<file path="src/rtl/core/utf8_sanitize_bounded_copy_defines.svh">
// ----------------------------------------------------------------------------
// UTF-8 sanitizing bounded copy: assertion macros
// Concurrent assertion wrappers; define NO_ASSERTIONS to compile them out.
// ----------------------------------------------------------------------------
`ifndef UTF8_SANITIZE_BOUNDED_COPY_DEFINES_SVH
`define UTF8_SANITIZE_BOUNDED_COPY_DEFINES_SVH

`ifndef NO_ASSERTIONS
`define UTF8SBC_ASSERT_SAME(label, ck, rn, cond, prop, msg) \
    label: assert property (@(posedge ck) disable iff (!rn) (cond) |-> (prop)) \
        else $error(msg);
`define UTF8SBC_ASSERT_NEXT(label, ck, rn, cond, prop, msg) \
    label: assert property (@(posedge ck) disable iff (!rn) (cond) |=> (prop)) \
        else $error(msg);
`else
`define UTF8SBC_ASSERT_SAME(label, ck, rn, cond, prop, msg)
`define UTF8SBC_ASSERT_NEXT(label, ck, rn, cond, prop, msg)
`endif

`endif

</file>
<file path="src/rtl/core/utf8sbc_pkg.sv">
`timescale 1ns / 1ps
// ----------------------------------------------------------------------------
// UTF-8 sanitizing bounded copy: shared package
// Result packet type passed from the front end through the queue to the back end.
// ----------------------------------------------------------------------------
package utf8sbc_pkg;

    localparam int unsigned MAX_RESULTS     = 5;
    localparam int unsigned CNT_W           = 3;
    localparam int unsigned QUEUE_DEPTH_DEF = 4;

    // All result bytes caused by one input item.
    typedef struct packed {
        logic [CNT_W-1:0]                 cnt;
        logic [MAX_RESULTS-1:0][7:0]      bytes;
        logic [MAX_RESULTS-1:0]           last;
    } packet_t;

    typedef struct packed {
        logic    valid;
        packet_t pkt;
    } pkt_slot_t;

endpackage

</file>
<file path="src/rtl/core/utf8_sanitize_bounded_copy.sv">
`timescale 1ns / 1ps
// ----------------------------------------------------------------------------
// UTF-8 sanitizing bounded copy: top level
// Copies a byte stream into a bounded output, replacing broken UTF-8 with '?'.
// ----------------------------------------------------------------------------
// Usage:
//   Text channel (text_valid/text_stall) carries one source byte per item, or
//   a bare end marker, with end_of_text on the final item of a string.
//   Result channel (res_valid/res_stall) carries out_byte, with out_last set
//   on the zero terminator. Each text item causes zero to five result items.
//   The user writes the capacity register through cfg_valid/cfg_ready while
//   the block is idle (not enforced by the block); cfg_ready is always high.
// Timing:
//   One text item is accepted per cycle while text_stall is low. Its results
//   go through the packet queue into the output register, and the back end
//   sends one result per cycle while res_stall is low. The packet queue
//   between front and back ends (QUEUE_DEPTH items) sets how long the text
//   side keeps accepting while results are held back.
// Reset and stall:
//   Reset sets capacity to 256 and clears parser counters and queue pointers.
//   A stalled result holds its value; once the queue fills, text_stall rises.
// ----------------------------------------------------------------------------
`include "utf8_sanitize_bounded_copy_defines.svh"

module utf8_sanitize_bounded_copy
    import utf8sbc_pkg::*;
#(
    parameter int unsigned QUEUE_DEPTH = QUEUE_DEPTH_DEF
)
(
    input  logic        clk,
    input  logic        rst_n,
    input  logic        text_valid,
    output logic        text_stall,
    input  logic [7:0]  data_byte,
    input  logic        byte_present,
    input  logic        end_of_text,
    output logic        res_valid,
    input  logic        res_stall,
    output logic [7:0]  out_byte,
    output logic        out_last,
    input  logic        cfg_valid,
    output logic        cfg_ready,
    input  logic [15:0] cfg_capacity
);

    pkt_slot_t push;
    pkt_slot_t head;
    logic      q_full;
    logic      pop;
    logic      accept;

    assign text_stall = q_full;
    assign accept     = text_valid && !q_full;
    assign cfg_ready  = 1'b1;

    utf8sbc_front u_front (
        .clk          (clk),
        .rst_n        (rst_n),
        .accept       (accept),
        .data_byte    (data_byte),
        .byte_present (byte_present),
        .end_of_text  (end_of_text),
        .cfg_write    (cfg_valid && cfg_ready),
        .cfg_capacity (cfg_capacity),
        .push         (push)
    );

    utf8sbc_queue #(
        .DEPTH (QUEUE_DEPTH)
    ) u_queue (
        .clk   (clk),
        .rst_n (rst_n),
        .push  (push),
        .pop   (pop),
        .full  (q_full),
        .head  (head)
    );

    utf8sbc_back u_back (
        .clk       (clk),
        .rst_n     (rst_n),
        .head      (head),
        .pop       (pop),
        .res_valid (res_valid),
        .res_stall (res_stall),
        .out_byte  (out_byte),
        .out_last  (out_last)
    );

    `UTF8SBC_ASSERT_SAME(a_no_push_full, clk, rst_n, push.valid, !q_full,
        "push into full queue")
    `UTF8SBC_ASSERT_SAME(a_pop_nonempty, clk, rst_n, pop, head.valid,
        "pop from empty queue")
    `UTF8SBC_ASSERT_SAME(a_push_count, clk, rst_n, push.valid,
        (push.pkt.cnt != '0) && (push.pkt.cnt <= CNT_W'(MAX_RESULTS)),
        "bad packet size")
    `UTF8SBC_ASSERT_NEXT(a_pop_frees, clk, rst_n, pop && !push.valid, !q_full,
        "queue still full after pop")

endmodule

</file>
<file path="src/rtl/core/utf8sbc_front.sv">
`timescale 1ns / 1ps
// ----------------------------------------------------------------------------
// UTF-8 sanitizing bounded copy: front end
// Accepts one item per cycle while accept is high, runs the UTF-8 parser and
// buffer bound check, and hands any results of an item as one queue packet.
// ----------------------------------------------------------------------------
module utf8sbc_front
    import utf8sbc_pkg::*;
(
    input  logic        clk,
    input  logic        rst_n,
    input  logic        accept,
    input  logic [7:0]  data_byte,
    input  logic        byte_present,
    input  logic        end_of_text,
    input  logic        cfg_write,
    input  logic [15:0] cfg_capacity,
    output pkt_slot_t   push
);

    localparam logic [15:0] CAPACITY_RESET = 16'd256;
    localparam logic [7:0]  REPL_CHAR      = 8'h3F;
    localparam logic [7:0]  CONT_MASK      = 8'hC0;
    localparam logic [7:0]  CONT_CODE      = 8'h80;
    localparam logic [7:0]  LEAD2_MASK     = 8'hE0;
    localparam logic [7:0]  LEAD2_CODE     = 8'hC0;
    localparam logic [7:0]  LEAD3_MASK     = 8'hF0;
    localparam logic [7:0]  LEAD3_CODE     = 8'hE0;
    localparam logic [7:0]  LEAD4_MASK     = 8'hF8;
    localparam logic [7:0]  LEAD4_CODE     = 8'hF0;

    // Working state while one item is processed; room is the number of text
    // bytes still allowed before the terminator, saturated at seven.
    typedef struct packed {
        logic [MAX_RESULTS-1:0][7:0] ob;
        logic [MAX_RESULTS-1:0]      ol;
        logic [CNT_W-1:0]            cnt;
        logic [2:0]                  room;
        logic [2:0]                  nemit;
        logic                        stop;
        logic [1:0]                  pc;
        logic [2:0]                  el;
        logic [2:0][7:0]             pb;
    } work_t;

    logic [15:0]     cap_reg, cap_next;
    logic [15:0]     wc_reg, wc_next;
    logic [16:0]     room_reg, room_next;
    logic            stopped_reg, stopped_next;
    logic [1:0]      pc_reg, pc_next;
    logic [2:0]      el_reg, el_next;
    logic [2:0][7:0] pb_reg, pb_next;

    logic [2:0]      room_sat;
    logic            clr;
    work_t           w;

    function automatic work_t f_put(work_t wi, logic [7:0] b, logic last);
        work_t wo;
        wo = wi;
        if (wo.cnt < CNT_W'(MAX_RESULTS)) begin
            wo.ob[wo.cnt] = b;
            wo.ol[wo.cnt] = last;
            wo.cnt        = wo.cnt + 1'b1;
        end
        return wo;
    endfunction

    function automatic work_t f_terminate(work_t wi);
        work_t wo;
        wo      = f_put(wi, 8'h00, 1'b1);
        wo.stop = 1'b1;
        wo.pc   = 2'd0;
        wo.el   = 3'd0;
        return wo;
    endfunction

    function automatic work_t f_emit(work_t wi, logic [7:0] b);
        work_t wo;
        wo       = f_put(wi, b, 1'b0);
        wo.nemit = wo.nemit + 3'd1;
        wo.room  = wo.room - 3'd1;
        if (wo.room == 3'd0) begin
            wo = f_terminate(wo);
        end
        return wo;
    endfunction

    function automatic work_t f_take_lead(work_t wi, logic [7:0] b);
        work_t wo;
        wo = wi;
        if (!b[7]) begin
            wo = f_emit(wo, b);
        end else if ((b & LEAD2_MASK) == LEAD2_CODE) begin
            wo.el    = 3'd2;
            wo.pb[0] = b;
            wo.pc    = 2'd1;
        end else if ((b & LEAD3_MASK) == LEAD3_CODE) begin
            wo.el    = 3'd3;
            wo.pb[0] = b;
            wo.pc    = 2'd1;
        end else if ((b & LEAD4_MASK) == LEAD4_CODE) begin
            wo.el    = 3'd4;
            wo.pb[0] = b;
            wo.pc    = 2'd1;
        end else begin
            wo = f_emit(wo, REPL_CHAR);
        end
        return wo;
    endfunction

    // A held partial sequence becomes one replacement per held byte.
    function automatic work_t f_flush(work_t wi);
        work_t      wo;
        logic [1:0] n;
        int         i;
        wo    = wi;
        n     = wo.pc;
        wo.pc = 2'd0;
        wo.el = 3'd0;
        for (i = 0; i < 3; i++) begin
            if ((2'(i) < n) && !wo.stop) begin
                wo = f_emit(wo, REPL_CHAR);
            end
        end
        return wo;
    endfunction

    function automatic work_t f_take_byte(work_t wi, logic [7:0] b);
        work_t           wo;
        logic            complete;
        logic [2:0][7:0] held;
        logic [1:0]      n;
        logic [2:0]      k;
        int              i;
        wo       = wi;
        complete = 1'b0;
        if (wo.pc == 2'd0) begin
            wo = f_take_lead(wo, b);
        end else if ((b & CONT_MASK) == CONT_CODE) begin
            // A four-byte sequence keeps only three bytes; the last one
            // completes it straight from the input.
            if ((wo.el == 3'd4) && (wo.pc == 2'd3)) begin
                complete = 1'b1;
            end else begin
                wo.pb[wo.pc] = b;
                wo.pc        = wo.pc + 2'd1;
                complete     = ({1'b0, wo.pc} >= wo.el);
            end
            if (complete) begin
                if (wo.room < wo.el) begin
                    wo = f_terminate(wo);
                end else begin
                    held  = wo.pb;
                    n     = wo.pc;
                    k     = wo.el;
                    wo.pc = 2'd0;
                    wo.el = 3'd0;
                    for (i = 0; i < 3; i++) begin
                        if (2'(i) < n) begin
                            wo = f_emit(wo, held[i]);
                        end
                    end
                    if ({1'b0, n} < k) begin
                        wo = f_emit(wo, b);
                    end
                end
            end
        end else begin
            wo = f_flush(wo);
            if (!wo.stop) begin
                wo = f_take_lead(wo, b);
            end
        end
        return wo;
    endfunction

    always_comb
    begin
        if (room_reg[16] || (room_reg == 17'd0)) begin
            room_sat = 3'd0;
        end else if (room_reg[15:3] != 13'd0) begin
            room_sat = 3'd7;
        end else begin
            room_sat = room_reg[2:0];
        end
    end

    always_comb
    begin
        w       = '0;
        w.stop  = stopped_reg;
        w.pc    = pc_reg;
        w.el    = el_reg;
        w.pb    = pb_reg;
        w.room  = room_sat;
        clr     = 1'b0;
        if (cap_reg == 16'd0) begin
            clr = end_of_text;
        end else begin
            if (!w.stop && (w.room == 3'd0)) begin
                w = f_terminate(w);
            end
            if (byte_present && (data_byte != 8'h00) && !w.stop) begin
                w = f_take_byte(w, data_byte);
            end
            if (end_of_text) begin
                if (!w.stop) begin
                    w = f_flush(w);
                end
                if (!w.stop) begin
                    w = f_terminate(w);
                end
                clr = 1'b1;
            end
        end
    end

    always_comb
    begin
        cap_next     = cap_reg;
        wc_next      = wc_reg;
        room_next    = room_reg;
        stopped_next = stopped_reg;
        pc_next      = pc_reg;
        el_next      = el_reg;
        pb_next      = pb_reg;
        if (cfg_write) begin
            cap_next  = cfg_capacity;
            room_next = {1'b0, cfg_capacity} - 17'd1 - {1'b0, wc_reg};
        end else if (accept) begin
            pb_next = w.pb;
            if (clr) begin
                wc_next      = 16'd0;
                room_next    = {1'b0, cap_reg} - 17'd1;
                stopped_next = 1'b0;
                pc_next      = 2'd0;
                el_next      = 3'd0;
            end else begin
                wc_next      = wc_reg + 16'(w.nemit);
                room_next    = room_reg - 17'(w.nemit);
                stopped_next = w.stop;
                pc_next      = w.pc;
                el_next      = w.el;
            end
        end
    end

    always_ff @(posedge clk or negedge rst_n)
    begin
        if (!rst_n) begin
            cap_reg     <= CAPACITY_RESET;
            wc_reg      <= 16'd0;
            room_reg    <= 17'(CAPACITY_RESET) - 17'd1;
            stopped_reg <= 1'b0;
            pc_reg      <= 2'd0;
            el_reg      <= 3'd0;
        end else begin
            cap_reg     <= cap_next;
            wc_reg      <= wc_next;
            room_reg    <= room_next;
            stopped_reg <= stopped_next;
            pc_reg      <= pc_next;
            el_reg      <= el_next;
        end
    end

    always_ff @(posedge clk)
    begin
        pb_reg <= pb_next;
    end

    always_comb
    begin
        push.valid     = accept && (w.cnt != '0);
        push.pkt.cnt   = w.cnt;
        push.pkt.bytes = w.ob;
        push.pkt.last  = w.ol;
    end

endmodule

</file>
<file path="src/rtl/core/utf8sbc_queue.sv">
`timescale 1ns / 1ps
// ----------------------------------------------------------------------------
// UTF-8 sanitizing bounded copy: packet queue
// Small register FIFO of result packets between the front and back ends.
// ----------------------------------------------------------------------------
module utf8sbc_queue
    import utf8sbc_pkg::*;
#(
    parameter int unsigned DEPTH = QUEUE_DEPTH_DEF
)
(
    input  logic      clk,
    input  logic      rst_n,
    input  pkt_slot_t push,
    input  logic      pop,
    output logic      full,
    output pkt_slot_t head
);

    localparam int unsigned PTR_W  = (DEPTH > 1) ? $clog2(DEPTH) : 1;
    localparam int unsigned QCNT_W = $clog2(DEPTH + 1);

    packet_t            mem_reg [DEPTH];
    logic [PTR_W-1:0]   wr_ptr_reg, wr_ptr_next;
    logic [PTR_W-1:0]   rd_ptr_reg, rd_ptr_next;
    logic [QCNT_W-1:0]  count_reg, count_next;

    always_comb
    begin
        wr_ptr_next = wr_ptr_reg;
        rd_ptr_next = rd_ptr_reg;
        count_next  = count_reg;
        if (push.valid) begin
            wr_ptr_next = (wr_ptr_reg == PTR_W'(DEPTH - 1)) ? '0 : wr_ptr_reg + 1'b1;
        end
        if (pop) begin
            rd_ptr_next = (rd_ptr_reg == PTR_W'(DEPTH - 1)) ? '0 : rd_ptr_reg + 1'b1;
        end
        if (push.valid && !pop) begin
            count_next = count_reg + 1'b1;
        end else if (pop && !push.valid) begin
            count_next = count_reg - 1'b1;
        end
    end

    always_ff @(posedge clk or negedge rst_n)
    begin
        if (!rst_n) begin
            wr_ptr_reg <= '0;
            rd_ptr_reg <= '0;
            count_reg  <= '0;
        end else begin
            wr_ptr_reg <= wr_ptr_next;
            rd_ptr_reg <= rd_ptr_next;
            count_reg  <= count_next;
        end
    end

    always_ff @(posedge clk)
    begin
        if (push.valid) begin
            mem_reg[wr_ptr_reg] <= push.pkt;
        end
    end

    assign full       = (count_reg == QCNT_W'(DEPTH));
    assign head.valid = (count_reg != '0);
    assign head.pkt   = mem_reg[rd_ptr_reg];

endmodule

</file>
<file path="src/rtl/core/utf8sbc_back.sv">
`timescale 1ns / 1ps
// ----------------------------------------------------------------------------
// UTF-8 sanitizing bounded copy: back end
// Serializes the head packet one byte per cycle, unless stalled, to the output.
// ----------------------------------------------------------------------------
module utf8sbc_back
    import utf8sbc_pkg::*;
(
    input  logic       clk,
    input  logic       rst_n,
    input  pkt_slot_t  head,
    output logic       pop,
    output logic       res_valid,
    input  logic       res_stall,
    output logic [7:0] out_byte,
    output logic       out_last
);

    logic [CNT_W-1:0] idx_reg, idx_next;
    logic             valid_reg, valid_next;
    logic [7:0]       byte_reg, byte_next;
    logic             last_reg, last_next;
    logic             load;

    // The output register takes a new item whenever it is empty or being taken.
    assign load = !valid_reg || !res_stall;
    assign pop  = load && head.valid && (idx_reg == head.pkt.cnt - 1'b1);

    always_comb
    begin
        idx_next   = idx_reg;
        valid_next = valid_reg;
        byte_next  = byte_reg;
        last_next  = last_reg;
        if (load) begin
            valid_next = head.valid;
            if (head.valid) begin
                byte_next = head.pkt.bytes[idx_reg];
                last_next = head.pkt.last[idx_reg];
                idx_next  = pop ? '0 : idx_reg + 1'b1;
            end
        end
    end

    always_ff @(posedge clk or negedge rst_n)
    begin
        if (!rst_n) begin
            idx_reg   <= '0;
            valid_reg <= 1'b0;
        end else begin
            idx_reg   <= idx_next;
            valid_reg <= valid_next;
        end
    end

    always_ff @(posedge clk)
    begin
        byte_reg <= byte_next;
        last_reg <= last_next;
    end

    assign res_valid = valid_reg;
    assign out_byte  = byte_reg;
    assign out_last  = last_reg;

endmodule
</file>
<file path="config.mk">
export PLATFORM = sky130hd
export DESIGN_NAME = utf8_sanitize_bounded_copy
export DESIGN_NICKNAME = d
export VERILOG_FILES = /design/src/rtl/core/utf8sbc_pkg.sv /design/src/rtl/core/utf8_sanitize_bounded_copy.sv /design/src/rtl/core/utf8sbc_front.sv /design/src/rtl/core/utf8sbc_queue.sv /design/src/rtl/core/utf8sbc_back.sv
export VERILOG_INCLUDE_DIRS = /design/src /design/src/rtl/core
export SDC_FILE = /design/constraint.sdc
export NUM_CORES = 1
export LEC_CHECK = 0
export ABC_AREA = 1
export BUFFER_PORTS_ARGS = -buffer_cell sky130_fd_sc_hd__clkbuf_2
export CORE_ASPECT_RATIO = 0.75
export CORE_MARGIN = 2
export CORE_UTILIZATION = 30
export DETAILED_ROUTE_END_ITERATION = 10
export PLACE_DENSITY = 0.48
export RECOVER_POWER = 25
export SLEW_MARGIN = 0
export SYNTH_ARGS = -nofsm -noshare
export SYNTH_HDL_FRONTEND = slang
export SYNTH_SLANG_ARGS = --single-unit
</file>
<file path="constraint.sdc">
create_clock -name clk -period 18 [get_ports clk]
set_clock_uncertainty 0.2 [all_clocks]
set_input_delay 0 -clock clk [delete_from_list [all_inputs] [get_ports clk]]
set_output_delay 0 -clock clk [all_outputs]
set_load 0.1 [all_outputs]
</file>
==> out/results.tsv, run 1 <==
stage	metric	value	unit
status	outcome	complete, but fails checks	
status	failing checks	max-capacitance violations, max-slew violations	
global_routing	initial antenna violation count	3	
synthesis	Synth area leader	edfxtp_1	
final_layout	layout cell share with drive strength beyond 1	8.991	%
global_routing	first-pass GRT wire length	130400	um
cts	CTS Buf Count	34	
floorplanning	Die H	243.1	um
floorplanning	DIE AREA	78460	um^2
setup_path	slowest stage delay, CP	0.82	ns
final_layout	final core utilization	34.39	%
floorplanning	core area	75330	um^2
setup_path	critical path fanouts, max	25	
synthesis	Post-Synth XOR/XNOR Area	1.549	%
place	Placer Congestion	0.9755	
sta	RSZ-0062 raised after global routing	false	
sta	Final min period	15.25	ns
final_layout	Layout Nets	3285	
routing	DRC Markers	0	
setup_path	Crit Path Class	flip-flop to flip-flop	
setup_path	flop2flop setup slack	2.75	ns
cts	H-tree lvl count	2	
sta	final hold slack	0.09464	ns
min_path	hold path depth	5	
synthesis	Area contributors post-synth	edfxtp_1, nand2_1, o21ai_0, dfrtp_1, nor2_1	
routing	post-DR wirelength/cell	20.42	um
pwr	Reg power frac	29.5	%
synthesis	Compound-Gate Fraction of Synth Area	23.75	%
setup_path	element type at the critical path start	flip-flop	
sta	period utilisation layout	84.72	%
cts	root buf cell	clkbuf_16	
routing	vias per inst	5.292	
synthesis	Post-Synth Adder-Cell Area	5.385	%
floorplanning	die width	322.8	um
run	max_cap viols	3	
routing	TritonRoute pass-1 iters	7	
sta	final hold vios	0	
floorplanning	row count	87	
global_routing	number of global-route vias before repair	20560	
sta	Achievable Freq	65.57	MHz
setup_path	Top Family by Delay on Critical Path	simple AND/OR/NAND/NOR gates	
synthesis	Synth Instances	3099	
setup_path	CP max stage cell	clkbuf_1	
routing	DR vias	22250	
cts	CTS tree	done	
synthesis	Post-Synth Simple-Gate Area	24.03	%
floorplanning	Initial Utilization	30.35	%
pwr	Comb pwr share	49.5	%
sta	TNS Setup	0	ns
cts	Clock Pin Slew Worst Setup and Hold Paths	0.07	ns
final_layout	Final Instance Count excl. Fillers	4204	
routing	DR iter-0 viols	2411	
final_layout	max reg flops	192	
synthesis	post-synthesis cell area	22860	um^2
global_routing	GRT overflow	0	
sta	final setup slack of the worst path	2.750	ns
synthesis	Post-synth EDFFs	225	
min_path	Hold WC Path Type	primary input to flip-flop	
synthesis	yosys warns	0	
setup_path	cell mode on critical path	nand2_1	
pwr	Psw	1.522	mW
global_routing	largest net degree at the start of global routing	95	
synthesis	area share of the largest cell type after synthesis	29.55	%
setup_path	worst path bufs/invs	16	
cts	clock tree sinks	291	
setup_path	WP data required	18.01	ns
synthesis	#FFs+latches synth	291	
final_layout	area grow syn2layout	13.29	%
synthesis	count of unique library cells instantiated by Yosys	78	
sta	final-report setup violation count	0	
cts	Clock Latency Late Sink	0.57	ns
routing	final WL	85850	um
pwr	worst vdd ir	85.38	uV
pwr	part of the power in the clock network	21.0	%
cts	Post-CTS Resized	0	
place	Inst Count DP	4071	
place	dpl ws	3.813	ns
final_layout	n_diodes	0	
pwr	sw frac	46.57	%
synthesis	main combinational cell family by area after synthesis	simple AND/OR/NAND/NOR gates	
sta	relative slew slack	-191.8	%
global_routing	GRT Util Overall	21.60	%
synthesis	top_reg_cell synth	edfxtp_1	
setup_path	CP Launch Point	u_front.room_reg[8]	
place	count of input and output buffers	41	
sta	Worst-Margin Slew	4.376	ns
pwr	Pint	1.746	mW
final_layout	Fill cells	8130	
sta	Slew Viols, Final	199	
setup_path	reg-to-reg critical path startpoint	u_front.room_reg[8]	
synthesis	Seq/Total Area, Yosys	36.82	%
synthesis	post-synth net total	3226	
floorplanning	Ports	43	
setup_path	r2r endpoint	u_queue.mem_reg[2][8]	
cts	CTS Buffer Depth	3	
pwr	LEAKAGE	10.40	nW
min_path	HP Start	data_byte[5]	
routing	ANT nets after route	0	
setup_path	r2r worst-path depth	75	
setup_path	Critical Path AT	15.26	ns
synthesis	ys async rst share	22.68	%
setup_path	CP Capture Type	flip-flop	
pwr	Cell Pwr Density	126.2	nW/um^2
synthesis	multiplexer share of the synthesized area	0.04925	%
place	detailed placement HPWL	63010	um
synthesis	synthesized area per cell	7.378	um^2
==> worst max-delay path by stage <==
stage / end / slack (ns) / depth (start not counted)
after CTS: u_queue.mem_reg[1][10] / 3.76 / 83
after detailed placement: u_queue.mem_reg[1][10] / 3.81 / 83
final: u_queue.mem_reg[2][8] / 2.75 / 75
after floorplan: u_queue.mem_reg[0][0] / 4.87 / 84
after global placement: u_queue.mem_reg[2][10] / 4.20 / 77
after global routing: u_queue.mem_reg[2][18] / 1.72 / 68
==> layout by cell type (no fill, tap or decap), drive strengths merged, types with 39 or more instances in the layout <==
cell type    count
a21oi          226
inv            360
o21ai          382
a31oi           39
o211ai          50
ha              92
o22ai           66
dlygate4sd3     73
clkbuf          93
edfxtp         225
dfrtp           57
nor2           368
nand3          163
nor3            45
nand2          637
==> cell families (layout without fill, tap and decap cells) <==
family / count (synthesis) / after routing
DFF: 291 / 291
muxes: 1 / 1
adders and majority gates: 96 / 96
and+or+nand+nor: 1264 / 1264
buffers and inverters: 497 / 579
AOI/OAI and AO/OA: 912 / 912
other: 1 / 1
xor gates and xnor gates: 37 / 37
==> stage by stage <==
stage	area [um^2]	power [mW]
2_1_floorplan	22860	2.105
3_3_place_gp	24150	2.572
3_5_place_dp	24150	2.561
4_1_cts	25980	3.278
5_1_grt	25900	3.514
6_report	25900	3.268
==> area by class of cell <==
type | count | area (um^2) | share of cell area (%)
Sequential cell | 291 | 8419 | 32.50
Multi-Input combinational cell | 2311 | 12560 | 48.48
Timing Repair Buffer | 153 | 1191 | 4.599
Clock buffer | 46 | 895.9 | 3.459
Inverter | 367 | 1385 | 5.347
Clock inverter | 13 | 173.9 | 0.6714
Tap cell | 1023 | 1280 | 4.942
==> synth_stat cells, drive strengths merged, types with 5 or more instances <==
library cell	number
buf	21
a22oi	5
inv	359
o31ai	7
nand4	17
o41ai	5
clkbuf	109
a31oi	39
a32o	5
a211oi	27
dfstp	9
o22ai	66
nor4	8
xnor2	10
o21a	5
a31o	9
o221ai	26
o2111a	6
o21ai	382
a221oi	6
nand3	163
xor2	27
nor2	368
a21oi	226
o21bai	7
edfxtp	225
ha	92
nand2	637
o2111ai	11
o211ai	50
and2	9
nor3	45
clkinv	8
dfrtp	57
or2	11
==> tightest hold or removal path: stages <==
cell	delay (ns)
clkbuf_2	0.19
inv_1	0.20
nor2_1	0.14
a21oi_1	0.12
inv_1	0.10
==> layer usage <==
layer  share of wire, %  global-route usage [%]
met2                 40                   29.99
met5                  0                       0
met3                8.6                   5.540
met4                2.0                   4.720
met1                 50                   32.96
==> power by group through the flow <==
stage               combinational (mW)  clock [mW]  sequential, mW
floorplan                         1.07           0            1.04
detailed placement                1.58           0           0.980
finish                            1.62       0.687           0.965
global placement                  1.59           0           0.980
global route                      1.80       0.735           0.979
CTS                               1.60       0.707           0.967
==> timing repair <==
item | CTS | global route
endpoints found under the hold margin | 128 | 0
hold buffers | 74 | 0
buffers inserted | 0 | 0
No activity file was read; power rests on OpenSTA's default activity.
==> run 2, diff against run 1 <==
- ABC_AREA: 1 -> 0
- PLACE_DENSITY: 0.48 -> 0.5
- clock period: 18 -> 13.7 ns (I/O delays scaled with it)
==> out/results.tsv, run 2 <==
stage	metric	value	unit	change
place	count of input and output buffers	41		unchanged
sta	period utilisation layout	96.73	%	+12 points
synthesis	count of unique library cells instantiated by Yosys	116		+49%
final_layout	layout cell share with drive strength beyond 1	19.41	%	+10 points
routing	post-DR wirelength/cell	23.25	um	+14%
synthesis	Area contributors post-synth	edfxtp_1, dfrtp_1, ha_1, mux4_2, nor2_1		
synthesis	#FFs+latches synth	291		unchanged
cts	clock tree sinks	291		unchanged
cts	CTS Buf Count	34		unchanged
sta	final-report setup violation count	0		unchanged
place	post-place instance area	25460	um^2	+5.4%
cts	Clock Latency Late Sink	0.58	ns	about the same
routing	DRC Markers	0		unchanged
final_layout	area grow syn2layout	21.32	%	
setup_path	CP max stage cell	or4b_4		
cts	CTS tree	done		
floorplanning	row count	87		unchanged
synthesis	count leader, synth	nor2_1		
floorplanning	DIE AREA	78530	um^2	about the same
routing	ANT nets after route	0		unchanged
synthesis	top_reg_cell synth	edfxtp_1		
synthesis	synth cell count leaders	nor2_1, edfxtp_1, nand2_1, o21ai_0, a21oi_1		
routing	vias per inst	5.721		+8.1%
synthesis	synthesized area per cell	9.077	um^2	+23%
setup_path	CP endpoint	u_queue.count_reg[1]		
synthesis	area share of the largest cell type after synthesis	29.53	%	about the same
pwr	Pint	3.289	mW	+88%
global_routing	initial antenna violation count	1		-2
sta	Worst-Margin Slew	3.680	ns	-0.6968 ns
floorplanning	core area	75330	um^2	unchanged
synthesis	post-synth net total	2648		-18%
floorplanning	Die H	243.2	um	about the same
final_layout	Layout Nets	2804		-15%
setup_path	Critical Path AT	13.50	ns	-1.76 ns
setup_path	Top Family by Delay on Critical Path	compound AO/OA/AOI/OAI gates		
global_routing	largest net degree at the start of global routing	58		-39%
floorplanning	Ports	43		unchanged
pwr	Comb pwr share	63.2	%	+14 points
setup_path	element type at the critical path start	flip-flop		
routing	DR iter-0 viols	2466		+2.3%
pwr	worst vdd ir	173.8	uV	+100%
place	detailed placement HPWL	64040	um	+1.6%
sta	relative slew slack	-145.3	%	+46 points
final_layout	n_diodes	0		unchanged
final_layout	Fill cells	7673		-5.6%
setup_path	CP Capture Type	flip-flop		
final_layout	final core utilization	36.86	%	+2.5 points
sta	Final min period	13.25	ns	-1.998 ns
setup_path	cell mode on critical path	ha_4		
cts	CTS Buffer Depth	3		unchanged
status	failing checks	max-capacitance violations, max-slew violations		
setup_path	critical path fanouts, max	6		-76%
routing	final WL	86570	um	+0.84%
sta	Slew Viols, Final	155		-22%
sta	final hold vios	0		unchanged
setup_path	worst path bufs/invs	13		-3
setup_path	reg-to-reg critical path startpoint	u_front.room_reg[15]		
pwr	Reg power frac	21.5	%	-8.0 points
sta	final hold slack	0.08138	ns	-0.01326 ns
min_path	Hold WC Path Type	primary input to flip-flop		
floorplanning	die width	322.9	um	about the same
synthesis	Post-synth EDFFs	225		unchanged
setup_path	flop2flop setup slack	0.45	ns	-2.30 ns
place	Placer Congestion	0.9753		about the same
synthesis	yosys warns	0		unchanged
pwr	Psw	2.914	mW	+91%
synthesis	ys async rst share	22.68	%	unchanged
pwr	part of the power in the clock network	15.2	%	-5.8 points
setup_path	WP data required	13.95	ns	-4.06 ns
cts	H-tree lvl count	2		unchanged
status	outcome	complete, but fails checks		
final_layout	final std cell area, no fill	27760	um^2	+7.2%
final_layout	most frequent cells in the layout	nor2_1, edfxtp_1, nand2_1		
synthesis	Synth Instances	2521		-19%
routing	DR vias	21300		-4.3%
min_path	hold path depth	3		-2
synthesis	Synth area leader	edfxtp_1		
routing	TritonRoute pass-1 iters	6		-1
pwr	Cell Pwr Density	223.4	nW/um^2	+77%
final_layout	Final Instance Count excl. Fillers	3723		-11%
global_routing	number of global-route vias before repair	20450		-0.55%
setup_path	Crit Path Class	flip-flop to flip-flop		
global_routing	first-pass GRT wire length	129800	um	-0.44%
setup_path	r2r endpoint	u_queue.count_reg[1]		
floorplanning	Initial Utilization	30.38	%	about the same
setup_path	slowest stage delay, CP	0.48	ns	-0.34 ns
pwr	sw frac	46.98	%	+0.41 points
place	Inst Count DP	3573		-12%
setup_path	WP depth	69		-8.0%
setup_path	CP Launch Point	u_front.room_reg[15]		
final_layout	max reg flops	192		unchanged
synthesis	Seq/Total Area, Yosys	36.79	%	about the same
global_routing	GRT overflow	0		unchanged
cts	Clock Pin Slew Worst Setup and Hold Paths	0.07	ns	about the same
pwr	LEAKAGE	10.19	nW	-2.0%
cts	root buf cell	clkbuf_16		
pwr	Total Power	6.202	mW	+90%
run	max_cap viols	3		unchanged
final_layout	most common cell after layout, fill and taps aside	nor2_1		
synthesis	post-synthesis cell area	22880	um^2	about the same
sta	Achievable Freq	75.46	MHz	+15%
global_routing	GRT Util Overall	21.58	%	about the same
setup_path	r2r worst-path depth	69		-8.0%
-- run 2: cell types whose count changed after synthesis, sizes merged, moves of 69 or more --
cell	delta
nor2	-107
inv	-228
nand2	-420
o21ai	-187
mux2i	+69
nand3	-88
-- run 2: worst min-delay path by stage --
stage / startpoint / end / slack, ns
after floorplan: rst_n / u_back.idx_reg[0] / -0.50
final: data_byte[3] / flip-flop / 0.08
after global placement: rst_n / u_front.wc_reg[5] / 0.008
after CTS: data_byte[3] / flip-flop / 0.05
after detailed placement: rst_n / u_front.wc_reg[5] / 0.02
after global routing: data_byte[3] / flip-flop / 0.10
-- run 2: routing by layer --
| layer | track usage [%] | wire, um |
|---|---|---|
| met1 | 33.01 | 42050 |
| met2 | 31.46 | 36470 |
| met3 | 3.321 | 6035 |
| met4 | 5.075 | 2008 |
| met5 | 0 | 0 |
-- run 2: worst reg2reg max path: cells and delay by family (launching register included) --
family	cells	cell delay [ns]
mux	3	0.74
fa+ha+maj	13	3.10
flops	1	0.40
compound gates	20	4.12
buf+inv	13	1.12
simple gates	20	3.47
-- run 2: through the flow --
step	worst slack (ns)	TNS, ns
floorplan	-0.8056	-155.59
global placement	0.1364	0
detailed placement	-0.1043	-0.1884
CTS	0.01609	0
global route	-0.1089	-0.2035
finish	0.4481	0
-- run 2: kinds of logic after synthesis --
group | count (synthesis) | share of synthesized area, %
AND/OR/NAND/NOR | 861 | 18.19
XOR/XNOR | 84 | 3.275
AO/OA/AOI/OAI | 760 | 22.41
multiplexers | 144 | 9.142
other | 1 | 0.01639
buffers and inverters | 284 | 4.801
adder cells (fa/ha/maj) | 96 | 5.380
flip-flops | 291 | 36.79
-- run 2: power groups by stage --
stage	Combinational, mW	Clock [mW]	Sequential, mW
floorplan	2.38	0	1.42
global placement	3.54	0	1.34
detailed placement	3.57	0	1.36
CTS	3.62	0.970	1.34
global route	4.23	1.00	1.36
finish	3.92	0.945	1.34
-- run 2: final cells by class --
type	count	area, um^2	area share (%)
multi-input combinational	1946	14280	51.44
sequential	291	8421	30.33
timing repair buffer	271	2107	7.589
tap	1023	1280	4.610
clock buffer	42	922.1	3.321
inverter	133	539.3	1.942
clock inverter	17	214.0	0.7707
-- run 2: timing repair --
| item | 4_1_cts | 5_1_grt |
|---|---|---|
| resized for setup | 6 | 87 |
| buffers inserted | 2 | 40 |
| setup endpoints to repair | 2 | 285 |
| pin swaps | 2 | 71 |
| endpoints found under the hold margin | 117 | 0 |
| hold buffers | 48 | 0 |
